<file path="src/swsr_pkg.sv">
`timescale 1ns / 1ps

package swsr_pkg;

    // Transaction phases of the reader
    typedef enum logic [2:0] {
        PH_IDLE     = 3'd0,
        PH_START    = 3'd1,
        PH_RESP     = 3'd2,
        PH_ACKH     = 3'd3,
        PH_ACKFALL  = 3'd4,
        PH_BITHIGH  = 3'd5,
        PH_BITDELAY = 3'd6
    } phase_t;

    // Event codes reported with each result
    typedef enum logic [2:0] {
        EV_NONE        = 3'd0,
        EV_NO_RESPONSE = 3'd1,
        EV_BAD_ACK     = 3'd2,
        EV_ACK_GOOD    = 3'd3,
        EV_BYTE_READY  = 3'd4
    } event_t;

    // Configuration register indexes
    localparam logic [2:0] REG_START_LOW_TIME  = 3'd0;
    localparam logic [2:0] REG_RESPONSE_WAIT   = 3'd1;
    localparam logic [2:0] REG_ACK_HIGH_WAIT   = 3'd2;
    localparam logic [2:0] REG_BIT_SAMPLE_TIME = 3'd3;
    localparam logic [2:0] REG_BYTES_PER_READ  = 3'd4;

    // Register reset values
    localparam logic [15:0] START_LOW_TIME_RST  = 16'd18000;
    localparam logic [7:0]  RESPONSE_WAIT_RST   = 8'd40;
    localparam logic [7:0]  ACK_HIGH_WAIT_RST   = 8'd90;
    localparam logic [7:0]  BIT_SAMPLE_TIME_RST = 8'd40;
    localparam logic [3:0]  BYTES_PER_READ_RST  = 4'd5;

    // Largest number of bytes in one read
    localparam logic [3:0]  MAX_BYTES = 4'd8;

endpackage

</file>
<file path="src/single_wire_sensor_reader.sv">
`timescale 1ns / 1ps

// Host side of a single-wire humidity and temperature sensor link.
// Input stream: one request per clock-enabled step, carrying a start
// request, a one-microsecond tick and the sampled data line level.
// Output stream: one result per request, carrying the line drive, the
// busy flag, an event code (none, no response, bad acknowledge, good
// acknowledge, byte ready) and the decoded byte, with tlast on the final
// byte of a read.
// The result is registered, in the cycle after its request; one request is taken
// every cycle unless stalled, as the sequencer and wait counter settle in one pass.
// A stalled result sits in the output register; a new request is taken in
// the same cycle the held result leaves, so tready drops only while a
// result waits unclaimed.
// The user must write registers (cfg_wr_en / cfg_index / cfg_data) only while the
// block is idle; the block does not enforce it. Reset returns the block to idle
// with the default timings (18000 us start pulse, 40 us / 90 us acknowledge
// checks, 40 us bit sample point, 5 bytes per read) and an empty output register.
module single_wire_sensor_reader
    import swsr_pkg::*;
(
    input  logic        clk,
    input  logic        rst_n,
    // Configuration writes
    input  logic        cfg_wr_en,
    input  logic [2:0]  cfg_index,
    input  logic [15:0] cfg_data,
    // Input stream
    input  logic        s_axis_tvalid,
    output logic        s_axis_tready,
    input  logic [7:0]  s_axis_tdata,   // [0] start_request, [1] tick, [2] line_level
    // Output stream
    output logic        m_axis_tvalid,
    input  logic        m_axis_tready,
    output logic [15:0] m_axis_tdata,   // [0] drive_low, [8:1] data_byte, [9] busy_res
    output logic [2:0]  m_axis_tuser,   // [2:0] event_code
    output logic        m_axis_tlast    // last_byte
);

    logic [15:0] start_low_time_reg;
    logic [7:0]  response_wait_reg;
    logic [7:0]  ack_high_wait_reg;
    logic [7:0]  bit_sample_time_reg;
    logic [3:0]  bytes_per_read_reg;

    phase_t      phase_reg, phase_next;
    logic [15:0] wait_counter_reg, wait_counter_next;
    logic [2:0]  bit_index_reg, bit_index_next;
    logic [7:0]  shift_byte_reg, shift_byte_next;
    logic [3:0]  byte_count_reg, byte_count_next;

    logic        out_valid_reg;
    logic        drive_low_reg, busy_reg, last_reg;
    event_t      event_reg, event_next;
    logic [7:0]  data_reg, data_next;
    logic        last_next;

    logic        in_accept;
    logic        start_request, tick, line_level;
    logic        timed;
    logic [15:0] wait_inc;
    logic [7:0]  shift_in;
    logic [3:0]  byte_count_inc;
    logic [3:0]  byte_target;

    assign start_request = s_axis_tdata[0];
    assign tick          = s_axis_tdata[1];
    assign line_level    = s_axis_tdata[2];

    // Take a request whenever the output register is free or being emptied
    assign s_axis_tready = !out_valid_reg || m_axis_tready;
    assign in_accept     = s_axis_tvalid && s_axis_tready;

    // Hold configuration registers
    always_ff @(posedge clk or negedge rst_n)
    begin
        if (!rst_n)
        begin
            start_low_time_reg  <= START_LOW_TIME_RST;
            response_wait_reg   <= RESPONSE_WAIT_RST;
            ack_high_wait_reg   <= ACK_HIGH_WAIT_RST;
            bit_sample_time_reg <= BIT_SAMPLE_TIME_RST;
            bytes_per_read_reg  <= BYTES_PER_READ_RST;
        end
        else if (cfg_wr_en)
        begin
            case (cfg_index)
                REG_START_LOW_TIME:  start_low_time_reg  <= cfg_data;
                REG_RESPONSE_WAIT:   response_wait_reg   <= cfg_data[7:0];
                REG_ACK_HIGH_WAIT:   ack_high_wait_reg   <= cfg_data[7:0];
                REG_BIT_SAMPLE_TIME: bit_sample_time_reg <= cfg_data[7:0];
                REG_BYTES_PER_READ:  bytes_per_read_reg  <= cfg_data[3:0];
                default: ;
            endcase
        end
    end

    // Clamp the byte count to 1..8
    always_comb
    begin
        if (bytes_per_read_reg == 4'd0)
            byte_target = 4'd1;
        else if (bytes_per_read_reg > MAX_BYTES)
            byte_target = MAX_BYTES;
        else
            byte_target = bytes_per_read_reg;
    end

    // Advance the wait counter on ticks in timed phases, saturating
    assign timed = (phase_reg == PH_START) || (phase_reg == PH_RESP) ||
                   (phase_reg == PH_ACKH) || (phase_reg == PH_BITDELAY);
    assign wait_inc = (timed && tick && wait_counter_reg != 16'hFFFF)
                    ? wait_counter_reg + 16'd1 : wait_counter_reg;

    assign shift_in       = {shift_byte_reg[6:0], line_level};
    assign byte_count_inc = byte_count_reg + 4'd1;

    // Next phase, counters and event for the current request
    always_comb
    begin
        phase_next        = phase_reg;
        wait_counter_next = wait_inc;
        bit_index_next    = bit_index_reg;
        shift_byte_next   = shift_byte_reg;
        byte_count_next   = byte_count_reg;
        event_next        = EV_NONE;
        data_next         = 8'd0;
        last_next         = 1'b0;

        case (phase_reg)
            PH_IDLE:
            begin
                if (start_request)
                begin
                    bit_index_next    = 3'd0;
                    shift_byte_next   = 8'd0;
                    byte_count_next   = 4'd0;
                    phase_next        = PH_START;
                    wait_counter_next = 16'd0;
                end
            end
            PH_START:
            begin
                if (wait_inc >= start_low_time_reg)
                begin
                    phase_next        = PH_RESP;
                    wait_counter_next = 16'd0;
                end
            end
            PH_RESP:
            begin
                if (wait_inc >= {8'd0, response_wait_reg})
                begin
                    wait_counter_next = 16'd0;
                    if (!line_level)
                        phase_next = PH_ACKH;
                    else
                    begin
                        event_next = EV_NO_RESPONSE;
                        phase_next = PH_IDLE;
                    end
                end
            end
            PH_ACKH:
            begin
                if (wait_inc >= {8'd0, ack_high_wait_reg})
                begin
                    wait_counter_next = 16'd0;
                    if (line_level)
                    begin
                        event_next = EV_ACK_GOOD;
                        phase_next = PH_ACKFALL;
                    end
                    else
                    begin
                        event_next = EV_BAD_ACK;
                        phase_next = PH_IDLE;
                    end
                end
            end
            PH_ACKFALL:
            begin
                if (!line_level)
                begin
                    phase_next        = PH_BITHIGH;
                    wait_counter_next = 16'd0;
                end
            end
            PH_BITHIGH:
            begin
                if (line_level)
                begin
                    phase_next        = PH_BITDELAY;
                    wait_counter_next = 16'd0;
                end
            end
            PH_BITDELAY:
            begin
                if (wait_inc >= {8'd0, bit_sample_time_reg})
                begin
                    shift_byte_next   = shift_in;
                    wait_counter_next = 16'd0;
                    phase_next        = PH_ACKFALL;
                    if (bit_index_reg == 3'd7)
                    begin
                        bit_index_next  = 3'd0;
                        byte_count_next = byte_count_inc;
                        event_next      = EV_BYTE_READY;
                        data_next       = shift_in;
                        if (byte_count_inc >= byte_target)
                        begin
                            last_next  = 1'b1;
                            phase_next = PH_IDLE;
                        end
                    end
                    else
                        bit_index_next = bit_index_reg + 3'd1;
                end
            end
            default:
            begin
                phase_next        = PH_IDLE;
                wait_counter_next = 16'd0;
            end
        endcase
    end

    // Update sequencer state on each accepted request
    always_ff @(posedge clk or negedge rst_n)
    begin
        if (!rst_n)
        begin
            phase_reg        <= PH_IDLE;
            wait_counter_reg <= 16'd0;
            bit_index_reg    <= 3'd0;
            shift_byte_reg   <= 8'd0;
            byte_count_reg   <= 4'd0;
        end
        else if (in_accept)
        begin
            phase_reg        <= phase_next;
            wait_counter_reg <= wait_counter_next;
            bit_index_reg    <= bit_index_next;
            shift_byte_reg   <= shift_byte_next;
            byte_count_reg   <= byte_count_next;
        end
    end

    // Output register valid flag
    always_ff @(posedge clk or negedge rst_n)
    begin
        if (!rst_n)
            out_valid_reg <= 1'b0;
        else if (in_accept)
            out_valid_reg <= 1'b1;
        else if (m_axis_tready)
            out_valid_reg <= 1'b0;
    end

    // Load the result payload
    always_ff @(posedge clk)
    begin
        if (in_accept)
        begin
            drive_low_reg <= (phase_next == PH_START);
            busy_reg      <= (phase_next != PH_IDLE);
            event_reg     <= event_next;
            data_reg      <= data_next;
            last_reg      <= last_next;
        end
    end

    assign m_axis_tvalid = out_valid_reg;
    assign m_axis_tdata  = {6'd0, busy_reg, data_reg, drive_low_reg};
    assign m_axis_tuser  = event_reg;
    assign m_axis_tlast  = last_reg;

    // The final-byte mark comes only with a byte
    assert property (@(posedge clk) disable iff (!rst_n)
        m_axis_tvalid && m_axis_tlast |-> m_axis_tuser == EV_BYTE_READY)
        else $error("last byte mark without a byte");

    // Driving the line low only happens inside a transaction
    assert property (@(posedge clk) disable iff (!rst_n)
        m_axis_tvalid && m_axis_tdata[0] |-> m_axis_tdata[9])
        else $error("line driven low while not busy");

    // Untimed phases always start with a cleared wait counter
    assert property (@(posedge clk) disable iff (!rst_n)
        (phase_reg == PH_IDLE || phase_reg == PH_ACKFALL || phase_reg == PH_BITHIGH)
        |-> wait_counter_reg == 16'd0)
        else $error("wait counter not cleared in an untimed phase");

    // A partial byte exists only during a transaction
    assert property (@(posedge clk) disable iff (!rst_n)
        bit_index_reg != 3'd0 |-> phase_reg != PH_IDLE)
        else $error("bit index left nonzero in idle");

endmodule

</file>
<file path="config.mk">
export PLATFORM = sky130hd
export DESIGN_NAME = single_wire_sensor_reader
export DESIGN_NICKNAME = d
export VERILOG_FILES = /design/src/swsr_pkg.sv /design/src/single_wire_sensor_reader.sv
export SDC_FILE = /design/constraint.sdc
export NUM_CORES = 1
export LEC_CHECK = 0
export ABC_AREA = 1
export BUFFER_PORTS_ARGS = -buffer_cell sky130_fd_sc_hd__buf_4
export CAP_MARGIN = 20
export CORE_MARGIN = 3
export CORE_UTILIZATION = 30
export CTS_CLUSTER_DIAMETER = 50
export DETAILED_ROUTE_END_ITERATION = 16
export HOLD_SLACK_MARGIN = 0.02
export SLEW_MARGIN = 15
export SYNTH_ARGS = -nofsm -noshare
export SYNTH_HDL_FRONTEND = slang
export SYNTH_SLANG_ARGS = --single-unit
</file>
<file path="constraint.sdc">
create_clock -name clk -period 5.3 [get_ports clk]
set_input_delay 0.265 -clock clk [delete_from_list [all_inputs] [get_ports clk]]
set_output_delay 0.265 -clock clk [all_outputs]
set_load 0.03 [all_outputs]
</file>
Word level (Yosys, flattened, before mapping)
Index checks and enable logic that the tools add are counted.

Bits in registers: 92. Latch bits: 0. RAM bits: 0. Memory bits (read-only): 0. Output and inout bits: 22. Logic and storage cells: 107. Memories kept: 0.

Add/subtract/negate cells: 3. Multiply operators: 0. Divide/modulo/power cells: 0. Magnitude comparators: 6. Equality and inequality tests: 16. Shifts and indexed selects: 0. Mux-type cells: 44. Bitwise gates (word level): 0. Reductions and logical operators: 22.

Operators by type and width (number): $mux W16 (8); $pmux W16 S7 (1); $ge A16 B8 Y1 (3); $mux W3 (15); $pmux W3 S7 (1); $mux W4 (5); $add A16 B1 Y16 const B (1); $ge A16 B16 Y1 (1); $ne A16 B16 Y1 const B (1); $eq A3 B3 Y1 const B (5); $mux W7 (2); $pmux W7 S2 (1); $eq A3 B2 Y1 const B (4); $reduce_and A2 Y1 (5); $eq A3 B1 Y1 const B (3); $pmux W3 S3 (1); $pmux W4 S2 (1); $logic_not A3 Y1 (2); $mux W1 (6); $pmux W3 S2 (1); $reduce_and A5 Y1 (1); $add A4 B1 Y4 const B (1); $ge A4 B4 Y1 (1); $gt A4 B4 Y1 const B (1); other kinds (12) (20).

Logic depth before layout (Yosys ltp)
Depth in word-level cells: 11. Gate-level depth with buffers: 29. Mapped depth without buffers: 28.

Worst setup path before layout
No wires, ideal clock.

Path kind: register to register. From: reg wait_counter_reg[0]. To: reg busy_reg (data pin). Arrival time: 3005 ps. Data required time: 5036 ps. Path slack: 2032 ps. Cell stages (with the launch flop): 25. Clock period less this slack: 3268 ps. Cells stage by stage: dfrtp_1 -> ha_1 -> inv_1 -> nor2_4 -> nand2_4 -> clkinv_4 -> nand2_4 -> nand2_4 -> buf_12 -> o21ai_0 -> ha_1 -> nand2_1 -> nand2_1 -> nand2_1 -> nand2_1 -> nand2_1 -> nand2_1 -> nand2_1 -> nand2_1 -> a21boi_0 -> nand3_1 -> nor2_1 -> nor2_1 -> nor2_1 -> nand3_1.

Word-level cells in the longest chain between the ends: 7.

Ends and longest elaborated chain: start: declaration (RTL line single_wire_sensor_reader.sv:47) `logic [15:0] wait_counter_reg, wait_counter_next;`; start signal: assignment (RTL line single_wire_sensor_reader.sv:242) `wait_counter_reg <= wait_counter_next;`; branches (longest 2 deep; another with $add A16 B1 Y16); $mux W16 * (RTL line single_wire_sensor_reader.sv:113) `? wait_counter_reg + 16'd1 : wait_counter_reg;`; $ge A16 B8 Y1 (tied with other cells) (RTL line single_wire_sensor_reader.sv:199) `if (wait_inc >= {8'd0, bit_sample_time_reg})`; $mux W3, on equally long branches; $pmux W3 S7 * (RTL line single_wire_sensor_reader.sv:130) `case (phase_reg)`; $reduce_bool A3 Y1 * (RTL line single_wire_sensor_reader.sv:266) `busy_reg <= (phase_next != PH_IDLE);`; end signal: assignment (RTL line single_wire_sensor_reader.sv:266); end: declaration (RTL line single_wire_sensor_reader.sv:53) `logic drive_low_reg, busy_reg, last_reg;`.

Mark *: on every way between the ends. A chain may end at the register's enable or synchronous reset.

Worst setup path after layout
Ends and elaborated chain as after synthesis.

==> flow_metrics.env <==
export IMPL_design_area_um2=6850
export IMPL_setup_worst_path_class="register to register"
export IMPL_clk_latency_ns=0.35
export IMPL_status="finished, final reports clean"
export IMPL_rows=51
export IMPL_ioPinCount=54
export IMPL_pre_cts_ws_ns=1.40
export IMPL_m1WireLength_mm=6.28
export IMPL_wl_per_cell_um=11.8
export IMPL_max_slew_margin_rel_pct=45.6
export IMPL_diodes=0
export IMPL_start_kind="register"
export IMPL_yosys_warnings=0
export IMPL_gr_usage_all_layers_pct=12.2
export IMPL_dp_hpwl_mm=9.27
export IMPL_layout_min_cycle_time_ns=3.91
export IMPL_path_common_cell="nand2_1"
export IMPL_ys_async_sr_fraction_pct=84.8
export IMPL_synth_cell_types=36
export IMPL_cts_root_buf="clkbuf_16"
export IMPL_required_ns=5.39
export IMPL_grt_max_degree=79
export IMPL_maxUsedRoutingLayer="met4"
export IMPL_yosysMostFrequentCell="nand2_1"
export IMPL_cts_tree="done"
export IMPL_yosys_area_top_type="dfrtp_1"
export IMPL_area_growth_pct=13.8
export IMPL_synth_top_cells_by_count="195 x nand2_1, 123 x inv_1, 69 x nor2_1, 63 x dfrtp_1"
export IMPL_die_w_um=148
export IMPL_setup_viol=0
export IMPL_clkSlewWorstSetupHoldPaths_ns=0.07
export IMPL_worstPathMaxFanout=14
export IMPL_fin_nets=891
export IMPL_tightest_slew_ns=0.814
export IMPL_clock_fmax_ghz=0.256
export IMPL_r2r_slack_ns=1.39
export IMPL_synth_main_ff_cell="dfrtp_1"
export IMPL_clock_sinks=92
export IMPL_first_iter_violations=242
export IMPL_gr_total_overflow=0
export IMPL_hold_class="primary input to register"
export IMPL_dieArea_um2=21800
export IMPL_path_delay_family="simple AND/OR/NAND/NOR gates"
export IMPL_wl_met3_um=335
export IMPL_synth_area_leaders="dfrtp_1 26%, nand2_1 12%, ha_1 10%, inv_1 7.7%, edfxtp_1 7.0%"
export IMPL_crit_path_end_kind="register"
export IMPL_cts_setup_buffers=0
export IMPL_antenna_found_initial=0
export IMPL_coreArea_um2=19600
export IMPL_num_vias=4711
export IMPL_maxCapViolations=0
export IMPL_drc=0
export IMPL_power_density_nw_per_um2=390
export IMPL_cts_buffers=9
export IMPL_rsz0062_at_grt="false"
export IMPL_grt_pass1_wl_mm=21.9
export IMPL_hold_violations=0
export IMPL_drv_slew=0
export IMPL_routed_wl_mm=12.8
export IMPL_grt_pass1_vias=4513
export IMPL_synth_edf_count=14
export IMPL_io_buffers=42
export IMPL_critPathBufInv=3
export IMPL_fin_tns_setup_ns=0
export IMPL_synth_top_cell_area_share_pct=26.2
export IMPL_crit_arrival_ns=4.00
export IMPL_syn_inst=772
export IMPL_gp_congestion=0.822
export IMPL_fin_crit_sh_pct=73.8
export IMPL_vdd_drop_max_v=0.000214
export IMPL_fill_cells=2111
export IMPL_first_pass_iters=5
export IMPL_p_leak_nw=3.54
export IMPL_cpMaxStageDelayCell="xor2_1"
export IMPL_start_util_pct=30.7
export IMPL_synth_area_per_cell_um2=7.79
export IMPL_final_layout_size_suffix_gt1_share_pct=18.6
export IMPL_finalClockSkew_ns=0.00721
export IMPL_place_area_um2=6530
export IMPL_htree_levels=3
export IMPL_wl_met2_mm=6.03
export IMPL_vias_per_cell=4.36
export IMPL_antenna_left=0
export IMPL_ys_ff_latch=92
export IMPL_die_height_um=148
export IMPL_postLayoutCoreUtil_pct=35.0
export IMPL_ys_seq_area_share_pct=39.7
export IMPL_clk_path_buf_depth=2
export IMPL_syn_area_um2=6020
export IMPL_layout_setup_ws_ns=1.39
export IMPL_slowest_delay_ns=0.47
==> cells by family (layout without fill, tap and decap cells) <==
| family | after synthesis | count (layout) | share of synthesized area [%] |
|---|---|---|---|
| other | 1 | 6 | 0.0623 |
| xor gates and xnor gates | 9 | 9 | 1.31 |
| adders and majority gates | 48 | 48 | 9.98 |
| and+or+nand+nor | 387 | 387 | 30.7 |
| DFF | 92 | 92 | 39.7 |
| buffers and inverters | 152 | 191 | 10.9 |
| AOI/OAI and AO/OA | 83 | 83 | 7.26 |
==> layout by cell type, fill, tap and decap left out, types with 2 or more instances in the layout <==
cell type	count
nor2_4	6
dfstp_2	15
conb_1	6
inv_1	123
clkbuf_16	9
nor3_1	4
nand2_4	11
nand2_2	40
clkinv_1	3
nand3b_1	2
nand3_2	11
buf_4	45
clkinv_2	3
nor2_1	69
edfxtp_1	14
dfrtp_1	63
nand2_1	194
nor2_2	5
clkbuf_1	2
a21boi_0	4
o211ai_1	2
o21ai_1	2
nand3_1	32
o21ai_0	48
nand4_1	10
ha_1	48
a21oi_1	25
xor2_1	8
inv_6	2
==> layout make-up <==
class                      instances  area (µm²)  area share [%]
sequential                        92        2390            34.9
clock buffer                      11         233            3.40
inverter                         128         487            7.11
tap                              265         332            4.84
clock inverter                     5        35.0           0.512
multi-input combinational        533        3000            43.7
timing repair buffer              47         375            5.48
==> worst reg2reg max path, cell delays in order (launching register included) <==
cell	delay, ns
dfrtp_1	0.42
ha_1	0.23
inv_1	0.10
nor2_4	0.18
nand2_4	0.08
clkinv_4	0.06
nand2_4	0.05
nand2_4	0.18
xor2_1	0.47
ha_1	0.33
inv_1	0.05
nand2_1	0.04
nand2_1	0.05
nand2_1	0.04
nand2_1	0.05
nand2_1	0.05
nand2_1	0.05
nand2_1	0.05
nand2_1	0.05
nand2_1	0.06
a21boi_0	0.43
nand3_1	0.22
nor2_1	0.13
nor2_1	0.06
nor2_1	0.14
nand3_1	0.08
==> layer usage <==
metal / vias to the layer above / global-route usage, %
met2: 48 / 20.1
met4: 0 / 2.94
li1: 2483 / -
met1: 2169 / 16.5
met3: 11 / 2.61
met5: - / 0
==> stage by stage <==
| stage | power (mW) | hold slack [ns] | cells |
|---|---|---|---|
| after floorplan | 1.87 | -0.0306 | 777 |
| after global placement | 2.06 | 0.467 | 1062 |
| after detailed placement | 2.08 | 0.470 | 1062 |
| after CTS | 2.71 | 0.143 | 1078 |
| after global routing | 2.90 | 0.170 | 1081 |
| final | 2.67 | 0.169 | 1081 |
==> where the power goes <==
part | internal, mW | leakage (nW) | switching, mW | total, mW
logic | 0.378 | 2.29 | 0.719 | 1.10
clock network | 0.320 | 0.130 | 0.287 | 0.607
registers | 0.858 | 1.12 | 0.106 | 0.964
==> timing repair <==
item / 4_1_cts / 5_1_grt
hold buffers: 0 / 1
resized for setup: 0 / 0
endpoints found under the setup margin: 0 / 0
hold endpoints to repair: 0 / 20
==> worst paths after layout <==
check	cells past startpoint	from	end
worst min register to register	2	bit_index_reg[1]	bit_index_reg[1]
worst max register to register	25	wait_counter_reg[0]	busy_reg
max in group asynchronous	3	rst_n	bytes_per_read_reg[0]
worst min-delay path	3	cfg_data[15]	start_low_time_reg[15]
worst max-delay path	25	wait_counter_reg[0]	busy_reg
min in group asynchronous	2	rst_n	start_low_time_reg[12]
Power figures use the tool's default switching activity.
